File: src/sv/fsrb_pkg.sv
`default_nettype none
package fsrb_pkg;

  localparam int FlowW    = 16;
  localparam int DiffW    = FlowW + 1;
  localparam int GradW    = FlowW + 2;
  localparam int SqW      = 2 * GradW;
  localparam int RootW    = SqW / 2;
  localparam int RemW     = RootW + 2;
  localparam int TrW      = FlowW + 1;
  localparam int PeakW    = 18;
  localparam int BandW    = 4;
  localparam int NumBands = 8;
  localparam int SelW     = $clog2(NumBands);
  localparam int ColW     = 8;
  localparam int IdxW     = 4;
  localparam int NumCells = RootW;
  localparam int GradStages = 4;

  localparam logic [BandW-1:0] BandNone = BandW'(NumBands);

  typedef logic [NumBands-1:0][PeakW-1:0] thr_t;

  typedef struct packed {
    logic signed [FlowW-1:0] above_vx;
    logic signed [FlowW-1:0] above_vy;
    logic signed [FlowW-1:0] below_vx;
    logic signed [FlowW-1:0] below_vy;
    logic signed [FlowW-1:0] left_vx;
    logic signed [FlowW-1:0] left_vy;
    logic signed [FlowW-1:0] right_vx;
    logic signed [FlowW-1:0] right_vy;
  } flows_t;

  typedef struct packed {
    logic [SqW-1:0]   rad;
    logic [RemW-1:0]  rem;
    logic [RootW-1:0] root;
    logic [TrW-1:0]   trabs;
  } sq_t;

  typedef struct packed {
    logic [ColW-1:0] blue;
    logic [ColW-1:0] green;
    logic [ColW-1:0] red;
  } colour_t;

  function automatic colour_t band_colour(logic [BandW-1:0] band);
    colour_t c;
    case (band)
      4'd0:    c = '{blue: 8'd0,   green: 8'd0,   red: 8'd255};
      4'd1:    c = '{blue: 8'd0,   green: 8'd128, red: 8'd255};
      4'd2:    c = '{blue: 8'd0,   green: 8'd255, red: 8'd255};
      4'd3:    c = '{blue: 8'd0,   green: 8'd255, red: 8'd0};
      4'd4:    c = '{blue: 8'd100, green: 8'd255, red: 8'd0};
      4'd5:    c = '{blue: 8'd200, green: 8'd255, red: 8'd0};
      4'd6:    c = '{blue: 8'd255, green: 8'd255, red: 8'd0};
      4'd7:    c = '{blue: 8'd255, green: 8'd128, red: 8'd0};
      default: c = '{blue: 8'd0,   green: 8'd0,   red: 8'd0};
    endcase
    return c;
  endfunction

endpackage
`default_nettype wire

File: src/sv/flow_strain_rate_band_classifier.sv
// Channel | Direction | Handshake              | Payload
// in      | input     | in_valid_i/in_stall_o  | eight signed Q8.8 neighbour flows
// out     | output    | out_valid_o/out_stall_i| strain_peak_o, band_o, paint_o, colours
// cfg     | input     | cfg_valid_i/cfg_ready_o| cfg_index_i, cfg_value_i
//
// One item per cycle sustained while out_stall_i is low. Four gradient and square
// stages, eighteen square-root cells of one root bit each, peak and band stages.
// Reset clears all pipeline valid bits and sets every threshold to zero.
// Each stage holds only while it is full and the stage after it holds, so
// bubbles collapse and input is taken while a result waits at the output.
`default_nettype none
module flow_strain_rate_band_classifier (
  input  logic                               clk_i,
  input  logic                               rst_ni,
  input  logic                               in_valid_i,
  output logic                               in_stall_o,
  input  logic signed [fsrb_pkg::FlowW-1:0]  above_vx_i,
  input  logic signed [fsrb_pkg::FlowW-1:0]  above_vy_i,
  input  logic signed [fsrb_pkg::FlowW-1:0]  below_vx_i,
  input  logic signed [fsrb_pkg::FlowW-1:0]  below_vy_i,
  input  logic signed [fsrb_pkg::FlowW-1:0]  left_vx_i,
  input  logic signed [fsrb_pkg::FlowW-1:0]  left_vy_i,
  input  logic signed [fsrb_pkg::FlowW-1:0]  right_vx_i,
  input  logic signed [fsrb_pkg::FlowW-1:0]  right_vy_i,
  output logic                               out_valid_o,
  input  logic                               out_stall_i,
  output logic [fsrb_pkg::PeakW-1:0]         strain_peak_o,
  output logic [fsrb_pkg::BandW-1:0]         band_o,
  output logic                               paint_o,
  output logic [fsrb_pkg::ColW-1:0]          colour_blue_o,
  output logic [fsrb_pkg::ColW-1:0]          colour_green_o,
  output logic [fsrb_pkg::ColW-1:0]          colour_red_o,
  input  logic                               cfg_valid_i,
  output logic                               cfg_ready_o,
  input  logic [fsrb_pkg::IdxW-1:0]          cfg_index_i,
  input  logic [fsrb_pkg::PeakW-1:0]         cfg_value_i
);
  import fsrb_pkg::*;

  thr_t    thr_q;
  flows_t  flows;
  colour_t colour;

  logic               grad_take, grad_valid;
  sq_t                grad_data;
  logic [NumCells:0]  cell_valid, cell_take;
  sq_t                cell_data [NumCells+1];

  assign cfg_ready_o = 1'b1;

  always_ff @(posedge clk_i or negedge rst_ni) begin
    if (!rst_ni) begin
      thr_q <= '0;
    end else if (cfg_valid_i && (cfg_index_i < IdxW'(NumBands))) begin
      thr_q[cfg_index_i[SelW-1:0]] <= cfg_value_i;
    end
  end

  assign flows = '{above_vx: above_vx_i, above_vy: above_vy_i,
                   below_vx: below_vx_i, below_vy: below_vy_i,
                   left_vx:  left_vx_i,  left_vy:  left_vy_i,
                   right_vx: right_vx_i, right_vy: right_vy_i};

  fsrb_grad u_grad (
    .clk_i   (clk_i),
    .rst_ni  (rst_ni),
    .valid_i (in_valid_i),
    .flows_i (flows),
    .take_o  (grad_take),
    .valid_o (grad_valid),
    .data_o  (grad_data),
    .take_i  (cell_take[0])
  );

  assign in_stall_o    = !grad_take;
  assign cell_valid[0] = grad_valid;
  assign cell_data[0]  = grad_data;

  for (genvar i = 0; i < NumCells; i++) begin : g_cell
    fsrb_sqrt_cell u_cell (
      .clk_i   (clk_i),
      .rst_ni  (rst_ni),
      .valid_i (cell_valid[i]),
      .data_i  (cell_data[i]),
      .take_o  (cell_take[i]),
      .valid_o (cell_valid[i+1]),
      .data_o  (cell_data[i+1]),
      .take_i  (cell_take[i+1])
    );
  end

  fsrb_band u_band (
    .clk_i    (clk_i),
    .rst_ni   (rst_ni),
    .valid_i  (cell_valid[NumCells]),
    .data_i   (cell_data[NumCells]),
    .take_o   (cell_take[NumCells]),
    .thr_i    (thr_q),
    .valid_o  (out_valid_o),
    .stall_i  (out_stall_i),
    .peak_o   (strain_peak_o),
    .band_o   (band_o),
    .paint_o  (paint_o),
    .colour_o (colour)
  );

  assign colour_blue_o  = colour.blue;
  assign colour_green_o = colour.green;
  assign colour_red_o   = colour.red;

  a_stall_only_when_blocked: assert property (@(posedge clk_i) disable iff (!rst_ni)
    in_stall_o |-> (out_valid_o && out_stall_i))
    else $error("input stalled while output is free");

  a_band_exceeds_thr: assert property (@(posedge clk_i) disable iff (!rst_ni)
    (out_valid_o && paint_o) |-> (strain_peak_o > thr_q[band_o[SelW-1:0]]))
    else $error("painted band threshold not exceeded");

  a_unpainted_dark: assert property (@(posedge clk_i) disable iff (!rst_ni)
    (out_valid_o && !paint_o) |->
      (colour_blue_o == '0 && colour_green_o == '0 && colour_red_o == '0))
    else $error("unpainted item carries a colour");

  a_no_lower_band: assert property (@(posedge clk_i) disable iff (!rst_ni)
    (out_valid_o && !paint_o) |-> (strain_peak_o <= thr_q[0]))
    else $error("unpainted item exceeds first threshold");

endmodule
`default_nettype wire

File: src/sv/fsrb_grad.sv
`default_nettype none
module fsrb_grad (
  input  logic            clk_i,
  input  logic            rst_ni,
  input  logic            valid_i,
  input  fsrb_pkg::flows_t flows_i,
  output logic            take_o,
  output logic            valid_o,
  output fsrb_pkg::sq_t   data_o,
  input  logic            take_i
);
  import fsrb_pkg::*;

  logic [GradStages-1:0] valid_q;
  logic [GradStages:0]   take;

  logic signed [DiffW-1:0] ga_d, gd_d, dbx, dry;
  logic signed [GradW-1:0] gb2_d;
  logic signed [DiffW-1:0] ga_q, gd_q;
  logic signed [GradW-1:0] gb2_q, gb2_s2_q;
  logic signed [GradW-1:0] tr_d, df_d, df_q, tr_neg;
  logic [TrW-1:0]          trabs_d, trabs_s2_q, trabs_s3_q, trabs_s4_q;
  logic signed [SqW-1:0]   dsq_d, bsq_d;
  logic [SqW-1:0]          dsq_q, bsq_q, rad_q;

  assign take[GradStages] = take_i;
  for (genvar k = 0; k < GradStages; k++) begin : g_take
    assign take[k] = !valid_q[k] || take[k+1];
  end
  assign take_o  = take[0];
  assign valid_o = valid_q[GradStages-1];

  always_ff @(posedge clk_i or negedge rst_ni) begin
    if (!rst_ni) begin
      valid_q <= '0;
    end else begin
      if (take[0]) valid_q[0] <= valid_i;
      for (int k = 1; k < GradStages; k++) begin
        if (take[k]) valid_q[k] <= valid_q[k-1];
      end
    end
  end

  always_comb begin
    ga_d   = DiffW'(flows_i.right_vx) - DiffW'(flows_i.left_vx);
    gd_d   = DiffW'(flows_i.above_vy) - DiffW'(flows_i.below_vy);
    dbx    = DiffW'(flows_i.above_vx) - DiffW'(flows_i.below_vx);
    dry    = DiffW'(flows_i.right_vy) - DiffW'(flows_i.left_vy);
    gb2_d  = GradW'(dbx) + GradW'(dry);
    tr_d   = GradW'(ga_q) + GradW'(gd_q);
    df_d   = GradW'(ga_q) - GradW'(gd_q);
    tr_neg = -tr_d;
    trabs_d = tr_d[GradW-1] ? tr_neg[TrW-1:0] : tr_d[TrW-1:0];
    dsq_d  = df_q * df_q;
    bsq_d  = gb2_s2_q * gb2_s2_q;
  end

  always_ff @(posedge clk_i) begin
    if (take[0]) begin
      ga_q  <= ga_d;
      gd_q  <= gd_d;
      gb2_q <= gb2_d;
    end
    if (take[1]) begin
      df_q       <= df_d;
      gb2_s2_q   <= gb2_q;
      trabs_s2_q <= trabs_d;
    end
    if (take[2]) begin
      dsq_q      <= SqW'(dsq_d);
      bsq_q      <= SqW'(bsq_d);
      trabs_s3_q <= trabs_s2_q;
    end
    if (take[3]) begin
      rad_q      <= dsq_q + bsq_q;
      trabs_s4_q <= trabs_s3_q;
    end
  end

  assign data_o = '{rad: rad_q, rem: '0, root: '0, trabs: trabs_s4_q};

endmodule
`default_nettype wire

File: src/sv/fsrb_sqrt_cell.sv
`default_nettype none
module fsrb_sqrt_cell (
  input  logic          clk_i,
  input  logic          rst_ni,
  input  logic          valid_i,
  input  fsrb_pkg::sq_t data_i,
  output logic          take_o,
  output logic          valid_o,
  output fsrb_pkg::sq_t data_o,
  input  logic          take_i
);
  import fsrb_pkg::*;

  logic      valid_q;
  sq_t       data_q, data_d;
  logic [RemW-1:0] rem_w, trial;
  logic      fits;

  assign take_o  = !valid_q || take_i;
  assign valid_o = valid_q;
  assign data_o  = data_q;

  always_comb begin
    rem_w = {data_i.rem[RemW-3:0], data_i.rad[SqW-1 -: 2]};
    trial = {data_i.root, 2'b01};
    fits  = rem_w >= trial;
    data_d.rad   = {data_i.rad[SqW-3:0], 2'b00};
    data_d.rem   = fits ? (rem_w - trial) : rem_w;
    data_d.root  = {data_i.root[RootW-2:0], fits};
    data_d.trabs = data_i.trabs;
  end

  always_ff @(posedge clk_i or negedge rst_ni) begin
    if (!rst_ni) begin
      valid_q <= 1'b0;
    end else if (take_o) begin
      valid_q <= valid_i;
    end
  end

  always_ff @(posedge clk_i) begin
    if (take_o) data_q <= data_d;
  end

endmodule
`default_nettype wire

File: src/sv/fsrb_band.sv
`default_nettype none
module fsrb_band (
  input  logic                          clk_i,
  input  logic                          rst_ni,
  input  logic                          valid_i,
  input  fsrb_pkg::sq_t                 data_i,
  output logic                          take_o,
  input  fsrb_pkg::thr_t                thr_i,
  output logic                          valid_o,
  input  logic                          stall_i,
  output logic [fsrb_pkg::PeakW-1:0]    peak_o,
  output logic [fsrb_pkg::BandW-1:0]    band_o,
  output logic                          paint_o,
  output fsrb_pkg::colour_t             colour_o
);
  import fsrb_pkg::*;

  logic             pk_valid_q, out_valid_q;
  logic             pk_take, out_take;
  logic [PeakW:0]   sum_d;
  logic [PeakW-1:0] peak_q, peak_out_q;
  logic [BandW-1:0] band_d, band_q;

  assign out_take = !out_valid_q || !stall_i;
  assign pk_take  = !pk_valid_q || out_take;
  assign take_o   = pk_take;

  always_comb begin
    sum_d  = (PeakW+1)'(data_i.trabs) + (PeakW+1)'(data_i.root);
    band_d = BandNone;
    for (int k = NumBands - 1; k >= 0; k--) begin
      if (peak_q > thr_i[k]) band_d = BandW'(k);
    end
  end

  always_ff @(posedge clk_i or negedge rst_ni) begin
    if (!rst_ni) begin
      pk_valid_q  <= 1'b0;
      out_valid_q <= 1'b0;
    end else begin
      if (pk_take)  pk_valid_q  <= valid_i;
      if (out_take) out_valid_q <= pk_valid_q;
    end
  end

  always_ff @(posedge clk_i) begin
    if (pk_take) peak_q <= sum_d[PeakW:1];
    if (out_take) begin
      peak_out_q <= peak_q;
      band_q     <= band_d;
    end
  end

  assign valid_o  = out_valid_q;
  assign peak_o   = peak_out_q;
  assign band_o   = band_q;
  assign paint_o  = band_q != BandNone;
  assign colour_o = band_colour(band_q);

endmodule
`default_nettype wire
File: config.mk
export PLATFORM = sky130hd
export DESIGN_NAME = flow_strain_rate_band_classifier
export DESIGN_NICKNAME = d
export VERILOG_FILES = /design/src/sv/fsrb_pkg.sv /design/src/sv/flow_strain_rate_band_classifier.sv /design/src/sv/fsrb_grad.sv /design/src/sv/fsrb_sqrt_cell.sv /design/src/sv/fsrb_band.sv
export SDC_FILE = /design/constraint.sdc
export NUM_CORES = 2
export LEC_CHECK = 0
export ABC_CLOCK_PERIOD_IN_PS = 28900
export BUFFER_PORTS_ARGS = -buffer_cell sky130_fd_sc_hd__buf_2
export CORE_AREA = 2 2 378 380
export DETAILED_ROUTE_END_ITERATION = 16
export DIE_AREA = 0 0 380 382
export GPL_ROUTABILITY_DRIVEN = 0
export PLACE_DENSITY = 0.82
export SYNTH_ARGS = -nofsm -noshare
export SYNTH_HDL_FRONTEND = slang
export SYNTH_SLANG_ARGS = --single-unit
File: constraint.sdc
create_clock -name clk_i -period 28.9 [get_ports clk_i]
set_clock_uncertainty 0.05 [all_clocks]
set_input_delay 5.78 -clock clk_i [delete_from_list [all_inputs] [get_ports clk_i]]
set_output_delay 5.78 -clock clk_i [all_outputs]
set_load 0.05 [all_outputs]
==> impl_metrics.yaml <==
setup_path:
  worstSetupStartpointType: "input port"
  worstPathArrival_ns: 10.52
  r2r_slack_ns: 20.84
  timing.rr.start: "u_grad.df_q[4]$_DFFE_PP_"
  worst-path-max-fanout: 66
  rr_worst_depth: 22
  worst_path_max_delay_cell: "nor3_1"
  critical_path_required_ns: 23.07
  worst_setup_path_end_kind: "primary output"
  path_cells: "buf_2 > and3_1 > inv_1 > nor2_1 > nand2_2 > buf_4 > nor3_1 > nand2_2 > buf_4 > nor2_1 > nand4_1 > buf_4 > inv_1 > buf_2"
  cpMostUsedCell: "buf_4"
  path_class: "in -> out"
  critPathMaxStageDelay_ns: 0.98
  worst_r2r_endpoint: "u_grad.dsq_q[35]$_DFFE_PP_"
min_path:
  hold_path_depth: 0
  worstHoldEndpoint: "g_cell[8].u_cell.data_o[90]$_DFFE_PP_"
  hp-start: "g_cell[7].u_cell.data_o[88]$_DFFE_PP_"
  hold_path.class: "reg -> reg"
timing:
  setup_viol: 0
  min_period_ns: 16.35
  fmax_ghz: 0.0612
  grt_setup_unrepaired: "false"
  finalHoldViolCount: 0
  finalSetupTns_ns: 0
  worst_pin_slew_ns: 1.14
  drv_slew: 0
  period_share: 0.566
  relSlewSlack: 0.243
global_route:
  antenna_found_initial: 0
  track_usage: 0.259
  grtUsageMet2: 0.476
  grt_max_degree: 88
  grt_pass1_wl_um: 299000
  grt-ovfl-total: 0
  grt.busiest_layer: "met2"
  grt_pass1_vias: 59400
  grt.met3_usage: 0.0373
  met1_usage: 0.292
floorplanning:
  dieArea_um2: 145000
  io_pins: 205
  core_area_um2: 141000
  die_w_um: 380
  die_h_um: 382
  initial_core_util: 0.645
  num_rows: 138
clock_network:
  numCtsBuffers: 150
  clock_latency_ns: 0.81
  post_cts_resized: 0
  tritoncts: "built"
  cts.sink_count: 1520
  clkSlewWorstSetupHoldPaths_ns: 0.07
  cts_setup_buffers: 0
  root_buffer: "clkbuf_16"
  clockBufferDepth: 3
  htree_levels: 4
  ctsHoldBuffers: 0
finish:
  drive_above_1_share: 0.0848
  postLayoutCellArea_um2: 99000
  syn_to_final_growth_pct: 8.87
  final_common_cell: "edfxtp_1"
  final_cell_mix: "edfxtp_1 (1352), inv_1 (1342), ha_1 (678), fa_1 (629), nand2_1 (481)"
  stdcell_count: 9744
  fin_nets: 9197
yosys:
  synth_ff_type: "edfxtp_1"
  synth_edf_count: 1352
  syn_area_per_cell_um2: 12.2
  postSynthCellCount: 7477
  yosysWarningCount: 0
  syn-num-nets: 8939
  ys_types: 92
  synth-seq-cells: 1520
  seq_area_frac_synth: 0.493
  synthArstFlopShare: 0.111
  synth_area_um2: 90900
detailed_routing:
  viasPerCell: 5.70
  drt_iter0_drc: 4222
  drt_pass1_iterations: 9
  num_vias: 55500
  routed_wl_um: 185000
  ant_nets: 0
  wl_per_cell_um: 18.9
  drc: 0
placed_design:
  placed_cells: 9473
  port_buffers: 203
  dp_hpwl_um: 131000
  placed_area_um2: 94100
job:
  drv_cap: 0
run_status:
  outcome: "finished, final reports clean"
[worst max-delay path, delay by kind of cell]
| kind | cells | cell delay, ns |
|---|---|---|
| buffers and inverters | 7 | 1.97 |
| AND/OR/NAND/NOR | 7 | 2.71 |
[through the flow]
| stage | util | hold slack, ns | setup slack, ns |
|---|---|---|---|
| 2_1_floorplan | - | 0.350 | 10.61 |
| 3_3_place_gp | 0.668 | 0.350 | 12.95 |
| 3_5_place_dp | 0.668 | 0.355 | 12.77 |
| 4_1_cts | 0.703 | 0.338 | 12.62 |
| 5_1_grt | 0.703 | 0.344 | 12.32 |
| 6_report | 0.703 | 0.334 | 12.55 |
[synth_stat cells (111+ instances only)]
library cell,number,area share
nor3_1,114,0.0063
xor2_1,141,0.014
a21oi_1,308,0.017
ha_1,678,0.093
nand2_1,487,0.020
edfxtp_1,1352,0.45
fa_1,629,0.14
o21ai_0,249,0.014
nor2_1,333,0.014
dfrtp_1,168,0.046
xnor2_1,288,0.028
inv_1,1347,0.056
and2_1,130,0.0089
a21o_1,111,0.0092
[flip-flops by register name (all words and copies together) (netlist names), 16 cells and up]
register               count
g_cell.u_cell.data_o    1069
g_cell.u_cell.valid_o     18
thr_q                    144
u_band.peak_o             18
u_band.peak_q             18
u_grad.bsq_q              35
u_grad.df_q               17
u_grad.dsq_q              35
u_grad.ga_q               17
u_grad.gb2_q              18
u_grad.gb2_s2_q           18
u_grad.gd_q               17
u_grad.rad_q              36
u_grad.trabs_s2_q         17
u_grad.trabs_s3_q         16
u_grad.trabs_s4_q         17
[cell families after synthesis]
family	after synthesis	synth area share
buffers and inverters	1486	0.0624
flip-flops	1520	0.493
XOR/XNOR	430	0.0415
other	2	0.0000826
AO/OA/AOI/OAI	1051	0.0734
AND/OR/NAND/NOR	1563	0.0837
multiplexers	118	0.0145
adder cells (fa/ha/maj)	1307	0.232
[cell type report]
| class | count | area [µm²] |
|---|---|---|
| Timing Repair Buffer | 244 | 1330 |
| Sequential cell | 1520 | 44800 |
| Clock buffer | 189 | 3930 |
| Clock inverter | 81 | 983 |
| Fill cell | 9067 | 41900 |
| Multi-Input combinational cell | 4471 | 40500 |
| Antenna cell | 1 | 2.50 |
| Inverter | 1348 | 5060 |
| Tap cell | 1890 | 2360 |
[worst max path at each step]
| stage | to | startpoint | slack, ns | cells after the start |
|---|---|---|---|---|
| after global placement | in_stall_o | out_stall_i | 12.95 | 14 |
| after CTS | in_stall_o | out_stall_i | 12.62 | 14 |
| final | in_stall_o | out_stall_i | 12.55 | 14 |
| after detailed placement | in_stall_o | out_stall_i | 12.77 | 14 |
| after global routing | in_stall_o | out_stall_i | 12.32 | 14 |
| after floorplan | in_stall_o | out_stall_i | 10.61 | 9 |
[metal layers]
layer | up-vias | share of wire | wire length (µm)
li1 | 25800 | - | -
met1 | 27100 | 0.36 | 67000
met2 | 1976 | 0.53 | 97500
met3 | 630 | 0.053 | 9710
met4 | 0 | 0.056 | 10400
met5 | - | 0 | 0
Power is not shown: default switching activity piles up to over one toggle a cycle in this logic, so the estimate is an artifact.
